**src/rtl/tqpb_pkg.sv**
```systemverilog
// shared types and constants of the two-queue priority balancer
package tqpb_pkg;

    // sequencer states
    typedef enum logic [1:0] {
        ST_IDLE,
        ST_EXEC,
        ST_POP,
        ST_MOVE
    } state_t;

    // operation codes
    localparam logic OP_INSERT = 1'b0;
    localparam logic OP_REMOVE = 1'b1;

    // result status codes
    localparam logic [1:0] STATUS_OK    = 2'd0;
    localparam logic [1:0] STATUS_FULL  = 2'd1;
    localparam logic [1:0] STATUS_EMPTY = 2'd2;

    // configuration register indexes
    localparam int unsigned CFG_INDEX_W = 2;
    localparam logic [CFG_INDEX_W-1:0] CFG_THRESHOLD = 2'd0;
    localparam logic [CFG_INDEX_W-1:0] CFG_LIMIT     = 2'd1;

    // field widths fixed by the interface
    localparam int unsigned KEY_PORT_W = 8;
    localparam int unsigned COUNT_PORT_W = 5;
    localparam int unsigned LIMIT_W = 5;

    // register reset values
    localparam logic [KEY_PORT_W-1:0] THRESHOLD_RESET = 8'd60;
    localparam logic [LIMIT_W-1:0]    LIMIT_RESET     = 5'd2;

endpackage

```
**src/rtl/two_queue_two_class_priority_balancer.sv**
```systemverilog
// two-queue two-class priority balancer: sequencer around a single key store
// results are registered from ST_EXEC for an insert or a remove from empty,
// from ST_POP for a remove, from ST_MOVE for a remove with a rebalancing move
// one transaction at a time: a new command is accepted only in ST_IDLE, reached
// once the result is registered; a move needs two reads of the single read port
// reset: pointers, class counts and result valid cleared, threshold 60,
// balance limit 2; key store contents are not cleared
module two_queue_two_class_priority_balancer #(
    parameter int unsigned QUEUE_DEPTH = 16,
    parameter int unsigned KEY_BITS    = 8
) (
    input  logic                                 aclk,
    input  logic                                 aresetn,
    // configuration writes
    input  logic                                 cfg_valid,
    output logic                                 cfg_ready,
    input  logic [tqpb_pkg::CFG_INDEX_W-1:0]     cfg_index,
    input  logic [tqpb_pkg::KEY_PORT_W-1:0]      cfg_data,
    // input transactions
    input  logic                                 s_valid,
    output logic                                 s_ready,
    input  logic                                 s_operation,
    input  logic [tqpb_pkg::KEY_PORT_W-1:0]      s_key_value,
    input  logic                                 s_queue_select,
    // result transactions
    output logic                                 m_valid,
    input  logic                                 m_ready,
    output logic [tqpb_pkg::KEY_PORT_W-1:0]      m_removed_key,
    output logic                                 m_removed_valid,
    output logic [1:0]                           m_status,
    output logic                                 m_placed_queue,
    output logic                                 m_moved,
    output logic [tqpb_pkg::KEY_PORT_W-1:0]      m_moved_key,
    output logic [tqpb_pkg::COUNT_PORT_W-1:0]    m_count_first,
    output logic [tqpb_pkg::COUNT_PORT_W-1:0]    m_count_second
);

    import tqpb_pkg::*;

    // stored key width: keys are masked to KEY_BITS, never wider than the port
    localparam int unsigned KEY_W  = (KEY_BITS < KEY_PORT_W) ? KEY_BITS : KEY_PORT_W;
    localparam int unsigned PTR_W  = $clog2(QUEUE_DEPTH);
    localparam int unsigned CNT_W  = $clog2(QUEUE_DEPTH + 1);
    localparam int unsigned DIFF_W = (CNT_W > LIMIT_W) ? CNT_W : LIMIT_W;
    localparam int unsigned ADDR_W = PTR_W + 2;
    localparam int unsigned RAM_DEPTH = 4 << PTR_W;
    localparam logic [PTR_W-1:0] PTR_LAST = PTR_W'(QUEUE_DEPTH - 1);
    localparam logic [CNT_W-1:0] CNT_FULL = CNT_W'(QUEUE_DEPTH);

    // control state
    state_t state_reg, state_next;
    logic [PTR_W-1:0] rptr_reg [4];
    logic [PTR_W-1:0] rptr_next [4];
    logic [PTR_W-1:0] wptr_reg [4];
    logic [PTR_W-1:0] wptr_next [4];
    logic [CNT_W-1:0] cnt_reg [4];
    logic [CNT_W-1:0] cnt_next [4];
    logic [KEY_PORT_W-1:0] thr_reg;
    logic [LIMIT_W-1:0]    lim_reg;

    // latched transaction and popped key
    logic             op_reg;
    logic [KEY_W-1:0] key_reg;
    logic             sel_reg;
    logic [KEY_W-1:0] rkey_reg;

    // result register
    logic                    m_valid_reg;
    logic [KEY_PORT_W-1:0]   res_rkey_reg;
    logic                    res_rvalid_reg;
    logic [1:0]              res_status_reg;
    logic                    res_placed_reg;
    logic                    res_moved_reg;
    logic [KEY_PORT_W-1:0]   res_mkey_reg;
    logic [COUNT_PORT_W-1:0] res_cnt0_reg;
    logic [COUNT_PORT_W-1:0] res_cnt1_reg;

    // result being formed
    logic                  produce;
    logic [KEY_PORT_W-1:0] res_rkey;
    logic                  res_rvalid;
    logic [1:0]            res_status;
    logic                  res_placed;
    logic                  res_moved;
    logic [KEY_PORT_W-1:0] res_mkey;

    // key store access
    logic              ram_we;
    logic [ADDR_W-1:0] ram_waddr;
    logic [KEY_W-1:0]  ram_wdata;
    logic              ram_re;
    logic [ADDR_W-1:0] ram_raddr;
    logic [KEY_W-1:0]  ram_rdata;

    // queue lengths and decisions
    logic [CNT_W-1:0] len_first, len_second, len_sel, len_other;
    logic [CNT_W-1:0] len_first_next, len_second_next;
    logic             out_free;
    logic             is_insert;
    logic             sel_empty;
    logic             divert;
    logic             rebalance;
    logic [1:0]       ins_fifo;
    logic             ins_full;
    logic [1:0]       pop_fifo;
    logic [1:0]       other_fifo;
    logic [1:0]       move_fifo;

    tqpb_ram #(
        .DATA_W (KEY_W),
        .DEPTH  (RAM_DEPTH)
    ) u_key_store (
        .aclk    (aclk),
        .wr_en   (ram_we),
        .wr_addr (ram_waddr),
        .wr_data (ram_wdata),
        .rd_en   (ram_re),
        .rd_addr (ram_raddr),
        .rd_data (ram_rdata)
    );

    // handshakes
    assign s_ready   = (state_reg == ST_IDLE);
    assign cfg_ready = 1'b1;
    assign out_free  = !m_valid_reg || m_ready;

    // queue lengths and the decisions drawn from them
    assign len_first  = cnt_reg[0] + cnt_reg[1];
    assign len_second = cnt_reg[2] + cnt_reg[3];
    assign len_sel    = sel_reg ? len_second : len_first;
    assign len_other  = sel_reg ? len_first : len_second;
    assign is_insert  = (op_reg == OP_INSERT);
    assign sel_empty  = (len_sel == '0);
    assign divert     = (len_first > len_second)
                        && (DIFF_W'(len_first - len_second) > DIFF_W'(lim_reg));
    assign rebalance  = (len_other > len_sel)
                        && (DIFF_W'(len_other - len_sel) > DIFF_W'(lim_reg));
    assign ins_fifo   = {divert, !(KEY_PORT_W'(key_reg) > thr_reg)};
    assign ins_full   = (divert ? len_second : len_first) >= CNT_FULL;
    assign pop_fifo   = {sel_reg, (cnt_reg[{sel_reg, 1'b0}] == '0)};
    assign other_fifo = {!sel_reg, (cnt_reg[{!sel_reg, 1'b0}] == '0)};
    assign move_fifo  = {sel_reg, !(KEY_PORT_W'(ram_rdata) > thr_reg)};

    // next state
    always_comb begin
        state_next = state_reg;
        unique case (state_reg)
            ST_IDLE: begin
                if (s_valid) begin
                    state_next = ST_EXEC;
                end
            end
            ST_EXEC: begin
                if (is_insert || sel_empty) begin
                    if (out_free) begin
                        state_next = ST_IDLE;
                    end
                end else begin
                    state_next = ST_POP;
                end
            end
            ST_POP: begin
                if (rebalance) begin
                    state_next = ST_MOVE;
                end else if (out_free) begin
                    state_next = ST_IDLE;
                end
            end
            ST_MOVE: begin
                if (out_free) begin
                    state_next = ST_IDLE;
                end
            end
            default: begin
                state_next = ST_IDLE;
            end
        endcase
    end

    // key store accesses, fifo updates and result forming
    always_comb begin
        rptr_next  = rptr_reg;
        wptr_next  = wptr_reg;
        cnt_next   = cnt_reg;
        ram_we     = 1'b0;
        ram_waddr  = '0;
        ram_wdata  = '0;
        ram_re     = 1'b0;
        ram_raddr  = '0;
        produce    = 1'b0;
        res_rkey   = '0;
        res_rvalid = 1'b0;
        res_status = STATUS_OK;
        res_placed = 1'b0;
        res_moved  = 1'b0;
        res_mkey   = '0;
        unique case (state_reg)
            ST_IDLE: begin
            end
            ST_EXEC: begin
                if (is_insert) begin
                    // insert into the balanced target queue
                    res_placed = divert;
                    if (out_free) begin
                        produce = 1'b1;
                        if (ins_full) begin
                            res_status = STATUS_FULL;
                        end else begin
                            ram_we    = 1'b1;
                            ram_waddr = {ins_fifo, wptr_reg[ins_fifo]};
                            ram_wdata = key_reg;
                            wptr_next[ins_fifo] = (wptr_reg[ins_fifo] == PTR_LAST)
                                                  ? '0 : wptr_reg[ins_fifo] + PTR_W'(1);
                            cnt_next[ins_fifo] = cnt_reg[ins_fifo] + CNT_W'(1);
                        end
                    end
                end else if (sel_empty) begin
                    // remove from an empty queue
                    res_status = STATUS_EMPTY;
                    produce    = out_free;
                end else begin
                    // read the head of the selected queue
                    ram_re    = 1'b1;
                    ram_raddr = {pop_fifo, rptr_reg[pop_fifo]};
                    rptr_next[pop_fifo] = (rptr_reg[pop_fifo] == PTR_LAST)
                                          ? '0 : rptr_reg[pop_fifo] + PTR_W'(1);
                    cnt_next[pop_fifo] = cnt_reg[pop_fifo] - CNT_W'(1);
                end
            end
            ST_POP: begin
                if (rebalance) begin
                    // read the head of the longer queue for the move
                    ram_re    = 1'b1;
                    ram_raddr = {other_fifo, rptr_reg[other_fifo]};
                    rptr_next[other_fifo] = (rptr_reg[other_fifo] == PTR_LAST)
                                            ? '0 : rptr_reg[other_fifo] + PTR_W'(1);
                    cnt_next[other_fifo] = cnt_reg[other_fifo] - CNT_W'(1);
                end else begin
                    res_rkey   = KEY_PORT_W'(ram_rdata);
                    res_rvalid = 1'b1;
                    produce    = out_free;
                end
            end
            ST_MOVE: begin
                // place the moved key by class into the selected queue
                res_rkey   = KEY_PORT_W'(rkey_reg);
                res_rvalid = 1'b1;
                res_moved  = 1'b1;
                res_mkey   = KEY_PORT_W'(ram_rdata);
                if (out_free) begin
                    produce   = 1'b1;
                    ram_we    = 1'b1;
                    ram_waddr = {move_fifo, wptr_reg[move_fifo]};
                    ram_wdata = ram_rdata;
                    wptr_next[move_fifo] = (wptr_reg[move_fifo] == PTR_LAST)
                                           ? '0 : wptr_reg[move_fifo] + PTR_W'(1);
                    cnt_next[move_fifo] = cnt_reg[move_fifo] + CNT_W'(1);
                end
            end
            default: begin
            end
        endcase
    end

    // queue lengths after this step
    assign len_first_next  = cnt_next[0] + cnt_next[1];
    assign len_second_next = cnt_next[2] + cnt_next[3];

    // sequencer, pointers and counts
    always_ff @(posedge aclk) begin
        if (!aresetn) begin
            state_reg <= ST_IDLE;
            for (int i = 0; i < 4; i++) begin
                rptr_reg[i] <= '0;
                wptr_reg[i] <= '0;
                cnt_reg[i]  <= '0;
            end
        end else begin
            state_reg <= state_next;
            rptr_reg  <= rptr_next;
            wptr_reg  <= wptr_next;
            cnt_reg   <= cnt_next;
        end
    end

    // configuration registers
    always_ff @(posedge aclk) begin
        if (!aresetn) begin
            thr_reg <= THRESHOLD_RESET;
            lim_reg <= LIMIT_RESET;
        end else if (cfg_valid && cfg_ready) begin
            unique case (cfg_index)
                CFG_THRESHOLD: thr_reg <= cfg_data;
                CFG_LIMIT:     lim_reg <= cfg_data[LIMIT_W-1:0];
                default: begin
                end
            endcase
        end
    end

    // latch the accepted transaction and the popped key
    always_ff @(posedge aclk) begin
        if (s_valid && s_ready) begin
            op_reg  <= s_operation;
            key_reg <= KEY_W'(s_key_value);
            sel_reg <= s_queue_select;
        end
        if (state_reg == ST_POP) begin
            rkey_reg <= ram_rdata;
        end
    end

    // result register valid
    always_ff @(posedge aclk) begin
        if (!aresetn) begin
            m_valid_reg <= 1'b0;
        end else if (produce) begin
            m_valid_reg <= 1'b1;
        end else if (m_ready) begin
            m_valid_reg <= 1'b0;
        end
    end

    // result register payload
    always_ff @(posedge aclk) begin
        if (produce) begin
            res_rkey_reg   <= res_rkey;
            res_rvalid_reg <= res_rvalid;
            res_status_reg <= res_status;
            res_placed_reg <= res_placed;
            res_moved_reg  <= res_moved;
            res_mkey_reg   <= res_mkey;
            res_cnt0_reg   <= COUNT_PORT_W'(len_first_next);
            res_cnt1_reg   <= COUNT_PORT_W'(len_second_next);
        end
    end

    assign m_valid         = m_valid_reg;
    assign m_removed_key   = res_rkey_reg;
    assign m_removed_valid = res_rvalid_reg;
    assign m_status        = res_status_reg;
    assign m_placed_queue  = res_placed_reg;
    assign m_moved         = res_moved_reg;
    assign m_moved_key     = res_mkey_reg;
    assign m_count_first   = res_cnt0_reg;
    assign m_count_second  = res_cnt1_reg;

endmodule

```
**src/rtl/tqpb_ram.sv**
```systemverilog
// generic simple dual-port ram with registered read
module tqpb_ram #(
    parameter int unsigned DATA_W = 8,
    parameter int unsigned DEPTH  = 64
) (
    input  logic                     aclk,
    input  logic                     wr_en,
    input  logic [$clog2(DEPTH)-1:0] wr_addr,
    input  logic [DATA_W-1:0]        wr_data,
    input  logic                     rd_en,
    input  logic [$clog2(DEPTH)-1:0] rd_addr,
    output logic [DATA_W-1:0]        rd_data
);

    logic [DATA_W-1:0] mem_reg [DEPTH];
    logic [DATA_W-1:0] rd_data_reg;

    // write port
    always_ff @(posedge aclk) begin
        if (wr_en) begin
            mem_reg[wr_addr] <= wr_data;
        end
    end

    // read port, data held until the next read
    always_ff @(posedge aclk) begin
        if (rd_en) begin
            rd_data_reg <= mem_reg[rd_addr];
        end
    end

    assign rd_data = rd_data_reg;

endmodule

```
**config.mk**
```make
export PLATFORM = sky130hd
export DESIGN_NAME = two_queue_two_class_priority_balancer
export DESIGN_NICKNAME = d
export VERILOG_FILES = /design/src/rtl/tqpb_pkg.sv /design/src/rtl/two_queue_two_class_priority_balancer.sv /design/src/rtl/tqpb_ram.sv
export SDC_FILE = /design/constraint.sdc
export NUM_CORES = 1
export LEC_CHECK = 0
export BUFFER_PORTS_ARGS = -buffer_cell sky130_fd_sc_hd__buf_2
export CAP_MARGIN = 20
export CELL_PAD_IN_SITES_DETAIL_PLACEMENT = 1
export CELL_PAD_IN_SITES_GLOBAL_PLACEMENT = 1
export CORE_MARGIN = 5
export CORE_UTILIZATION = 45
export CTS_CLUSTER_DIAMETER = 150
export DETAILED_ROUTE_END_ITERATION = 16
export PLACE_DENSITY = 0.68
export SLEW_MARGIN = 5
export SYNTH_ARGS = -nofsm -noshare
export SYNTH_HDL_FRONTEND = slang
export SYNTH_SLANG_ARGS = --single-unit
```
**constraint.sdc**
```tcl
create_clock -name aclk -period 13 [get_ports aclk]
set_input_delay 1.3 -clock aclk [delete_from_list [all_inputs] [get_ports aclk]]
set_output_delay 1.3 -clock aclk [all_outputs]
set_load 0.1 [all_outputs]
```
# == Word level (Yosys, flattened, before mapping) ==
# Memory sizes are Yosys's and may differ from the RTL's. A register that Yosys moved wholly into a read port is not among the register bits.
# Cells that the tools add are included.
# classes
eq_ne,16
n_bitwise,8
magnitude_cmp,17
div_mod_pow,0
addsub,14
n_shift,0
reduce_logical,26
n_mul,0
muxes,122
# ops
operator,count
$mux W20,6
$mux W16,7
$mux W5,19
$bwmux W20,4
$bwmux W16,4
$mux W4,16
$pmux W16 S2,2
$bmux W5 S2,6
$pmux W20 S3,1
$mux W6,7
$demux W5 S2,4
$mux W8,5
$bmux W4 S2,4
$demux W4 S2,4
$pmux W8 S2,2
$pmux W6 S2,2
$add A5 B5 Y5,4
$gt A5 B5 Y1,4
$ge A3 B3 Y1 const B,6
$mux W1,18
$not A2 Y3,6
$add A4 B1 Y4 const B,4
$eq A4 B4 Y1 const B,4
$gt A8 B8 Y1,2
other kinds (23),62
# totals
register_bits,117
output_inout_bits,34
romBits,0
word_cells,232
latch_bits,0
n_memories,1
mem_bits_rw,512
inputBits,25
# mem_list
memory,depth,width,read_ports,rd_ports_with_merged_regs,write_ports,line_no,source
u_key_store.mem_reg,64,8,1,1,1,tqpb_ram.sv:15,logic [DATA_W-1:0] mem_reg [DEPTH];

# == Longest topological paths before layout ==
# Gate-level depths: netlist (run 1).
# logic_depth
word_depth,15
depth_mapped,35
mapped_depth_nobuf,31

# == Hierarchy ==
# From an unflattened synthesis (run 1), not the netlist that was laid out.
# hier_totals
hier_cells,2078
area_unflattened_um2,29891.2
# by_module_without_submodules
module,instances,cells_each,seq_area_each_um2,area_each_um2
tqpb_ram,1,972,15615.0,20270.7
two_queue_two_class_priority_balancer,1,1106,2832.7,9620.5

# == Least setup slack after synthesis (run 1) ==
# No wires, ideal clock.
# synth_timing
kind,reg-to-reg
start,register sel_reg
end,"register res_cnt1_reg[4], in the netlist m_count_second[4], data pin"
path_slack_ns,5.058
path_buffers,7
required_ns,12.732
synth_period_minus_slack_ns,7.942
setup_ns,0.268
arrival_ns,7.675
stages_incl_launch_ff,31
path_cell_list,edfxtp_1 buf_1 buf_2 buf_1 clkbuf_1 buf_1 clkbuf_1 clkbuf_1 nand2_1 o21ai_0 ha_1 inv_1 fa_1 a21o_1 a21oi_1 xnor2_1 ha_1 and3_1 a31o_2 nor4_1 mux2_2 a21oi_1 o211ai_1 nor2_1 nor2_1 o22a_1 ha_1 fa_1 maj3_1 a21oi_1 xnor3_1
# synth_lines
item,line_no,source
"start, declared",two_queue_two_class_priority_balancer.sv:64,logic sel_reg;
"start signal, assigned",two_queue_two_class_priority_balancer.sv:306,sel_reg <= s_queue_select;
"end signal, assigned",two_queue_two_class_priority_balancer.sv:334,res_cnt1_reg <= COUNT_PORT_W'(len_second_next);
"end, declared",two_queue_two_class_priority_balancer.sv:76,logic [COUNT_PORT_W-1:0] res_cnt1_reg;

# == Worst setup path after layout (run 1) ==
# layout_timing
start,register cnt_reg[6] (netlist name)
end,"register u_key_store.rd_data_reg[4], in the netlist u_key_store.rd_data[4] (read register of u_key_store.mem_reg), data pin"
# layout_between
elab_chain_len,11
elab_cells_between_ends,32
cone_classes,2 x add/sub; 2 x order compare; 22 x mux; 2 x bitwise; 4 x reduce/logical
# layout_rtl
item,line_no,source
"start, declared",two_queue_two_class_priority_balancer.sv:56,logic [CNT_W-1:0] cnt_reg [4];
"start signal, assigned",two_queue_two_class_priority_balancer.sv:282,cnt_reg <= cnt_next;
branches (longest 11 deep; another with $add A5 B5 Y5),n/a,
"end, declared",tqpb_ram.sv:16,logic [DATA_W-1:0] rd_data_reg;
# Several ways; the timed one is not identified. The select of a mux whose other input is x is not followed.
# A chain may end at the register's enable or synchronous reset.

==> flow_metrics.env, run 1 <==
export IMPL_synth_edf_count=569
export IMPL_avgRoutedWirePerCell_um=28.1
export IMPL_end_kind="flop"
export IMPL_hold_path_class="flop to flop"
export IMPL_io_buffer_count=57
export IMPL_rr_startpoint="cnt_reg[6]"
export IMPL_synth_top_area_share=0.560
export IMPL_synthArstFlopShare=0
export IMPL_synthesis_area_mm2=0.0305
export IMPL_cts_tree="yes"
export IMPL_final_cell_mix="edfxtp_1 (569), nand2_1 (308), nor2_1 (201)"
export IMPL_ys_seq_area_frac=0.605
export IMPL_post_cts_setup_buffers=0
export IMPL_worst_clock_skew_ps=19.7
export IMPL_p_leak_nw=12.0
export IMPL_crit_path_start_kind="flop"
export IMPL_final_common_cell="edfxtp_1"
export IMPL_track_usage=0.266
export IMPL_grt_max_degree=74
export IMPL_drv_slew=0
export IMPL_pin_count=59
export IMPL_synth_largest_area_cell="edfxtp_1"
export IMPL_grt_pass1_wl_um=149000
export IMPL_hpwlAfterDp_um=65100
export IMPL_setup_viol=0
export IMPL_die_w_um=270
export IMPL_grt_pass1_vias=22900
export IMPL_fin_crit_ps=8180
export IMPL_path_class="flop to flop"
export IMPL_status="completed"
export IMPL_initial_utilization=0.454
export IMPL_final_nets=2706
export IMPL_num_vias=22200
export IMPL_preCtsSetupSlack_ps=4970
export IMPL_setup_tns_ps=0
export IMPL_post_route_util=0.505
export IMPL_fin_crit_sh=0.629
export IMPL_maxCapViolCount=0
export IMPL_ir_drop_mv=0.216
export IMPL_clk_latency_ps=630
export IMPL_worstPathMaxFanout=73
export IMPL_drive_above_1_share=0.102
export IMPL_hold_buffers=0
export IMPL_clk_pin_slew_worst_paths_ps=60
export IMPL_max_freq_mhz=122
export IMPL_design_die_area_mm2=0.0731
export IMPL_crit_arrival_ps=8510
export IMPL_synth_area_top_cells="edfxtp_1 (56%), mux2i_1 (5.1%), dfxtp_1 (4.5%), nand2_1 (3.8%), ha_1 (2.6%)"
export IMPL_cp_startpoint="cnt_reg[6]"
export IMPL_htree_levels=3
export IMPL_p_per_area_mw_per_mm2=222
export IMPL_gp_congestion=0.906
export IMPL_rsz0062_at_grt="no"
export IMPL_largest_register_ffs=512
export IMPL_routed_wl_um=99600
export IMPL_clkSinkCount=637
export IMPL_die_h_um=270
export IMPL_dr_pass1_iters=5
export IMPL_synth_cell_types=89
export IMPL_viasPerCell=6.28
export IMPL_numCtsBuffers=72
export IMPL_ys_warn_count=0
export IMPL_rrSetupSlack_ps=4820
export IMPL_cp_data_required_time_ps=13330
export IMPL_ctsRootBufferMaster="clkbuf_16"
export IMPL_antenna_found_initial=5
export IMPL_syn_avg_cell_area_um2=11.8
export IMPL_hold_ws_ps=511
export IMPL_drc=0
export IMPL_drt_iter0_drc=1885
export IMPL_clockBufferDepth=3
export IMPL_hold_viol=0
export IMPL_worst_slew_pin_slew_ps=1070
export IMPL_hp_start="lim_reg[4]"
export IMPL_synth_main_ff_cell="edfxtp_1"
export IMPL_std_cell_rows=95
export IMPL_coreArea_mm2=0.0672
export IMPL_syn_to_final_growth_pct=11.2
export IMPL_drtAntennaViolNets=0
export IMPL_syn_nets=2678
export IMPL_slew_headroom=0.280
export IMPL_grt_ovfl_total=0
export IMPL_post_cts_resized=0
export IMPL_synth_seq_cells=637
export IMPL_fin_ws_ps=4820
export IMPL_synthCells=2584
## cell type report
type                            count  area [um2]
Sequential cell                   637       18400
Clock inverter                     33         375
Inverter                           60         225
Multi-Input combinational cell   1731       11200
Tap cell                          873        1090
Clock buffer                       95        1910
Timing Repair Buffer              110         678
Antenna cell                        1        2.50
Fill cell                        6893       33300
## cells in the mapped netlist, types with 35 or more instances
cell type	instances
dfxtp_1	68
mux2i_1	155
nand3_1	107
ha_1	63
edfxtp_1	569
a31oi_1	35
o21ai_0	134
nor3_1	55
nand2_1	308
nor2_1	203
clkbuf_1	90
or3_1	39
inv_1	58
a21oi_1	125
## routing by layer
metal  GRT usage  share of wire  vias up
li1            -              -     9891
met5           0              0        -
met2       0.455           0.49      709
met4      0.0946          0.036        0
met1       0.349           0.42    11500
met3      0.0365          0.053      192
## per-stage QoR
| stage | power, W | cells | cell area, um2 |
|---|---|---|---|
| 2_1_floorplan | 0.00453 | 2584 | 30500 |
| 3_3_place_gp | 0.00541 | 3409 | 31600 |
| 3_5_place_dp | 0.00548 | 3409 | 31600 |
| 4_1_cts | 0.00750 | 3537 | 33900 |
| 5_1_grt | 0.00786 | 3539 | 33900 |
| 6_report | 0.00751 | 3540 | 33900 |
## power breakdown
group	switching [W]	leakage, nW	internal [W]	total, W
combinational	0.00205	4.79	0.000897	0.00294
sequential	0.0000985	6.06	0.00246	0.00256
clock	0.000851	1.10	0.00116	0.00201
total	0.00300	12.0	0.00451	0.00751
## path summary, 6_finish.rpt
| kind | to | cells past startpoint |
|---|---|---|
| min reg2reg | lim_reg[4] | 2 |
| max reg2reg | u_key_store.rd_data[4] | 25 |
| max | u_key_store.rd_data[4] | 25 |
| min | lim_reg[4] | 2 |
## cell families (layout without fill, tap and decap cells)
kind of cell | after synthesis | in the layout | share of synthesized area
buffers and inverters | 216 | 298 | 0.0309
AND/OR/NAND/NOR | 845 | 845 | 0.127
adder cells (fa/ha/maj) | 70 | 70 | 0.0301
AO/OA/AOI/OAI | 601 | 601 | 0.133
multiplexers | 179 | 179 | 0.0634
other | 1 | 2 | 0.000123
flip-flops | 637 | 637 | 0.605
XOR/XNOR | 35 | 35 | 0.0105
## critical path, stage by stage (launching register included)
cell and delay (ps):
dfxtp_1 640, ha_1 330, a21o_1 150, a21oi_1 170, xnor2_1 280, inv_1 160, nor2_1 120, a21oi_1 50
ha_1 390, o21a_1 150, o31a_1 190, a21oi_1 70, ha_1 300, and3_1 200, o21ai_0 140, a2bb2oi_1 410
nand3_1 370, nor3_2 240, buf_4 260, or2_4 630, buf_4 940, mux2i_1 290, o22ai_1 100, a2111oi_0 800
and4_1 330, nand4_1 100
No activity file was read; power rests on OpenSTA's default activity.
==> run 2: changes to the inputs <==
Settings changed: ABC_AREA set to 1, PLACE_DENSITY 0.68 to 0.71.
Clock period 13 ns to 8.6 ns, I/O delays scaled along.
==> run 2 against run 1 <==
- final area up 4.8%
- register-to-register slack worse by 3400 ps
- routed wire length up 11%
- die area up 4.8%
- sequential share of layout area down 2.5 points
- total power up 29%
- clock power up 54%
- synthesized cell count up 36%
- via count up 17%
- clock-buffer cell count down 9
==> flow_metrics.env, run 2 <==
export IMPL_end_kind="flop"
export IMPL_cp_startpoint="cnt_reg[16]"
export IMPL_max_freq_mhz=139
export IMPL_pin_count=59
export IMPL_viasPerCell=5.75
export IMPL_synth_area_top_cells="edfxtp_1 (53%), nand2_1 (11%), nand3_1 (7.2%), inv_1 (5.3%), dfxtp_1 (4.3%)"
export IMPL_die_h_um=277
export IMPL_drv_slew=0
export IMPL_hold_viol=0
export IMPL_syn_to_final_growth_pct=11.0
export IMPL_grt_pass1_wl_um=166000
export IMPL_crit_path_start_kind="flop"
export IMPL_post_route_cell_area_mm2=0.0355
export IMPL_ctsRootBufferMaster="clkbuf_16"
export IMPL_fin_crit_ps=7180
export IMPL_setup_viol=0
export IMPL_worst_path_stages=21
export IMPL_drc=0
export IMPL_clkSinkCount=637
export IMPL_clockBufferDepth=3
export IMPL_die_w_um=277
export IMPL_syn_avg_cell_area_um2=9.13
export IMPL_drtAntennaViolNets=0
export IMPL_synthTopCellsByCount="nand2_1 (980), edfxtp_1 (569), nand3_1 (463)"
export IMPL_place_area_mm2=0.0331
export IMPL_fin_ws_ps=1420
export IMPL_crit_arrival_ps=7550
export IMPL_std_cell_rows=97
export IMPL_fin_crit_sh=0.835
export IMPL_synthesis_area_mm2=0.0320
export IMPL_synth_main_ff_cell="edfxtp_1"
export IMPL_routed_wl_um=111000
export IMPL_synth_top_area_share=0.534
export IMPL_ir_drop_mv=0.187
export IMPL_p_per_area_mw_per_mm2=273
export IMPL_final_cell_mix="nand2_1 (980), edfxtp_1 (569), nand3_1 (463)"
export IMPL_path_cells="fa_1 -> o21ai_0 -> ha_1 -> nand2_1 -> o21ai_0 -> xnor2_1 -> inv_1 -> ha_1 -> nand2_1 -> nor2_1 -> nand2_1 -> nand4_1 -> nand3_1 -> nor2_2 -> inv_1 -> o21ai_0 -> nand2_1 -> inv_1 -> nand3_1 -> nand3_1 -> nand2_1"
export IMPL_grt_ovfl_total=0
export IMPL_design_die_area_mm2=0.0766
export IMPL_syn_nets=3600
export IMPL_rr_worst_depth=21
export IMPL_max_stage_delay_ps=780
export IMPL_synthCells=3506
export IMPL_cp_endpoint="u_key_store.rd_data[0]"
export IMPL_io_buffer_count=57
export IMPL_post_cts_setup_buffers=0
export IMPL_cp_data_required_time_ps=8970
export IMPL_rsz0062_at_grt="no"
export IMPL_clk_latency_ps=650
export IMPL_ys_seq_area_frac=0.576
export IMPL_ys_warn_count=0
export IMPL_multi_input_area_mm2=0.0112
export IMPL_worst_slew_pin_slew_ps=972
export IMPL_synth_largest_area_cell="edfxtp_1"
export IMPL_crit_top_cell="nand2_1"
export IMPL_fill_cells=8027
export IMPL_numCtsBuffers=72
export IMPL_path_class="flop to flop"
export IMPL_clk_pin_slew_worst_paths_ps=60
export IMPL_synth_seq_cells=637
export IMPL_rr_startpoint="cnt_reg[16]"
export IMPL_maxCapViolCount=0
export IMPL_dr_pass1_iters=5
export IMPL_slew_headroom=0.352
export IMPL_p_leak_nw=14.8
export IMPL_drt_iter0_drc=2344
export IMPL_seqCellArea_mm2=0.0184
export IMPL_hpwlAfterDp_um=72500
export IMPL_hold_buffers=0
export IMPL_worst_clock_skew_ps=69.8
export IMPL_gp_congestion=0.937
export IMPL_status="completed"
export IMPL_antenna_found_initial=0
export IMPL_hold_path_class="primary input to flop"
export IMPL_cp_slowest_cell="inv_1"
export IMPL_timing_rr_end="u_key_store.rd_data[0]"
export IMPL_crit_family="simple AND/OR/NAND/NOR gates"
export IMPL_final_nets=3622
export IMPL_setup_tns_ps=0
export IMPL_synth_cell_types=57
export IMPL_rrSetupSlack_ps=1420
export IMPL_cts_tree="yes"
export IMPL_grt_max_degree=189
export IMPL_coreArea_mm2=0.0703
export IMPL_synth_most_common_cell="nand2_1"
export IMPL_initial_utilization=0.456
export IMPL_final_common_cell="nand2_1"
export IMPL_preCtsSetupSlack_ps=1540
export IMPL_hold_ws_ps=396
export IMPL_post_cts_resized=0
export IMPL_synthArstFlopShare=0
export IMPL_num_vias=26000
export IMPL_worstPathMaxFanout=17
export IMPL_drive_above_1_share=0.0672
export IMPL_avgRoutedWirePerCell_um=24.5
export IMPL_track_usage=0.280
export IMPL_synth_edf_count=569
export IMPL_largest_register_ffs=512
export IMPL_grt_pass1_vias=27000
export IMPL_htree_levels=3
export IMPL_worstPathBufferInverterCount=3
[run 2: cell count changes in the layout (fill, tap and decap cells not counted), moves of 31 or more]
cell      before  now
inv_1         58  453
nand2_1      308  980
nand3_1      107  463
a31oi_1       35    4
nand3b_1       6   42
o211ai_1       9   73
or3_1         39    1
nor3_1        55    8
mux2i_1      155    0
[run 2: cell type report]
cell class              count  area share
flip-flops and latches    637       0.519
multi-input cells        2257       0.314
clock buffers              86      0.0522
inverters                 466      0.0493
well taps                 940      0.0331
repair buffers             94      0.0177
clock inverters            46      0.0142
diodes                      1   0.0000704
[run 2: worst min-delay path by stage]
stage | to | cells after the start | from | slack, ps
6_report | key_reg[0] | 1 | s_key_value[0] | 400
5_1_grt | key_reg[0] | 1 | s_key_value[0] | 380
4_1_cts | key_reg[0] | 1 | s_key_value[0] | 370
3_5_place_dp | rptr_reg[10] | 2 | rptr_reg[10] | 500
3_3_place_gp | wptr_reg[9] | 2 | wptr_reg[9] | 490
2_1_floorplan | rkey_reg[0] | 0 | u_key_store.rd_data[0] | 450
[run 2: metal layers]
layer,vias to the layer above,GRT usage,wire [um]
met5,-,0,0
met4,0,0.119,5200
met3,255,0.0357,6250
met2,940,0.471,53200
met1,13000,0.366,46300
li1,11800,-,-
[run 2: report_power, final]
| group | switching, W | leakage [nW] | internal, W |
|---|---|---|---|
| clock | 0.00134 | 1.14 | 0.00175 |
| combinational | 0.00220 | 7.81 | 0.000746 |
| sequential | 0.0000901 | 5.81 | 0.00359 |
[run 2: through the flow]
step / util / power [W] / cells
2_1_floorplan: - / 0.00559 / 3506
4_1_cts: 0.505 / 0.00970 / 4524
3_3_place_gp: 0.471 / 0.00652 / 4390
6_report: 0.506 / 0.00971 / 4527
3_5_place_dp: 0.472 / 0.00661 / 4392
5_1_grt: 0.506 / 0.0102 / 4526
[run 2: cell families after synthesis]
| family | share of synthesized area |
|---|---|
| other | 0.000117 |
| buffers and inverters | 0.0800 |
| AOI/OAI and AO/OA | 0.0740 |
| and+or+nand+nor | 0.236 |
| DFF | 0.576 |
| adders and majority gates | 0.0284 |
| xor gates and xnor gates | 0.00492 |
==> run 3: changes to the inputs <==
Clock period 8.6 ns to 7.06 ns, I/O delays scaled along.
==> run 3 against run 2 <==
- worst hold slack worse by 130 ps
- die area stayed put
- sequential share of layout area hardly changed
- clock-buffer cell count is 4 higher
- maximum frequency is 10% higher
- clock skew is 29 ps lower
==> flow_metrics.env, run 3 (synthesized netlist as in run 2, its figures left out) <==
export IMPL_crit_path_start_kind="flop"
export IMPL_rr_startpoint="cnt_reg[5]"
export IMPL_numCtsBuffers=72
export IMPL_drv_slew=0
export IMPL_std_cell_rows=97
export IMPL_place_area_mm2=0.0333
export IMPL_ir_drop_mv=0.237
export IMPL_final_common_cell="nand2_1"
export IMPL_largest_register_ffs=512
export IMPL_viasPerCell=5.66
export IMPL_num_antenna_cells=0
export IMPL_p_per_area_mw_per_mm2=328
export IMPL_io_buffer_count=57
export IMPL_drtAntennaViolNets=0
export IMPL_cp_slowest_cell="inv_4"
export IMPL_rr_worst_depth=28
export IMPL_setup_tns_ps=0
export IMPL_drive_above_1_share=0.0704
export IMPL_die_w_um=277
export IMPL_cp_data_required_time_ps=7390
export IMPL_fin_crit_sh=0.924
export IMPL_path_class="flop to flop"
export IMPL_status="completed"
export IMPL_ctsRootBufferMaster="clkbuf_16"
export IMPL_initial_utilization=0.456
export IMPL_clockBufferDepth=3
export IMPL_slew_headroom=0.232
export IMPL_avgRoutedWirePerCell_um=23.7
export IMPL_final_cell_mix="nand2_1 (980), edfxtp_1 (569), nand3_1 (463)"
export IMPL_min_path_cells=1
export IMPL_hold_path_class="primary input to flop"
export IMPL_worst_clock_skew_ps=40.8
export IMPL_die_h_um=277
export IMPL_drc=0
export IMPL_max_stage_delay_ps=440
export IMPL_final_nets=3641
export IMPL_gp_congestion=0.942
export IMPL_setup_viol=0
export IMPL_drt_iter0_drc=2060
export IMPL_hold_buffers=0
export IMPL_worstPathMaxFanout=37
export IMPL_timing_rr_end="u_key_store.rd_data[6]"
export IMPL_fill_cells=8033
export IMPL_grt_pass1_vias=26500
export IMPL_track_usage=0.273
export IMPL_grt_max_degree=129
export IMPL_syn_to_final_growth_pct=10.9
export IMPL_dr_pass1_iters=6
export IMPL_antenna_found_initial=0
export IMPL_clk_latency_ps=630
export IMPL_clkSinkCount=637
export IMPL_rsz0062_at_grt="no"
export IMPL_post_route_cell_area_mm2=0.0355
export IMPL_p_leak_nw=14.8
export IMPL_routed_wl_um=108000
export IMPL_clk_pin_slew_worst_paths_ps=60
export IMPL_crit_top_cell="nand2_1"
export IMPL_max_freq_mhz=153
export IMPL_maxCapViolCount=0
export IMPL_htree_levels=3
export IMPL_design_die_area_mm2=0.0766
export IMPL_holdPathEnd="key_reg[2]"
export IMPL_worst_slew_pin_slew_ps=1150
export IMPL_rrSetupSlack_ps=530
export IMPL_crit_arrival_ps=6850
export IMPL_fin_crit_ps=6530
export IMPL_pin_count=59
export IMPL_num_vias=25700
export IMPL_hp_start="s_key_value[2]"
export IMPL_grt_pass1_wl_um=162000
export IMPL_end_kind="flop"
export IMPL_cts_tree="yes"
export IMPL_hpwlAfterDp_um=71100
export IMPL_grt_ovfl_total=0
export IMPL_coreArea_mm2=0.0703
export IMPL_hold_viol=0
run 3: repair_timing:
item / CTS / global route
buffers inserted: 0 / 0
gates resized for setup: 0 / 1
setup endpoints to repair: 0 / 1
run 3: report_power, final:
part           leakage [nW]  internal [W]  switching, W
sequential             5.81       0.00437     0.0000949
combinational          7.91      0.000922       0.00273
clock                  1.05       0.00199       0.00154
run 3: worst max path at each step:
stage,startpoint,end,slack [ps],cells past startpoint
finish,cnt_reg[5],u_key_store.rd_data[6],530,28
global route,cnt_reg[10],m_count_first[4],20,39
CTS,cnt_reg[10],m_count_first[4],480,38
detailed placement,cnt_reg[10],u_key_store.mem_reg[19][4],520,26
global placement,cnt_reg[10],m_count_first[4],710,38
floorplan,cnt_reg[15],u_key_store.mem_reg[0][0],1170,23
run 3: final cells by class:
| type | count | area, um2 | share of cell area |
|---|---|---|---|
| sequential | 637 | 18400 | 0.520 |
| clock buffer | 90 | 1940 | 0.0547 |
| tap | 940 | 1180 | 0.0331 |
| timing repair buffer | 113 | 781 | 0.0220 |
| inverter | 466 | 1750 | 0.0494 |
| multi-input combinational | 2257 | 11200 | 0.315 |
| clock inverter | 31 | 235 | 0.00663 |
run 3: routing by layer:
layer	routed length, um	global-route usage
met1	44500	0.349
met2	52200	0.468
met3	5820	0.0399
met4	5040	0.111
met5	0	0
run 3: per-stage QoR:
step	utilization	worst slack [ps]	total power (W)	hold WS [ps]	cells
floorplan	-	1170	0.00681	450	3506
global placement	0.473	707	0.00800	487	4410
detailed placement	0.474	522	0.00809	498	4411
CTS	0.505	479	0.0116	237	4532
global route	0.505	19.6	0.0122	242	4534
finish	0.505	535	0.0116	269	4534
run 3: critical path: cells and delay by family, from the launching register on:
kind / cells / cell delay, ps
compound gates: 1 / 400
xor+xnor: 1 / 180
fa+ha+maj: 4 / 1320
buf+inv: 2 / 820
flops: 1 / 420
simple gates: 20 / 3050
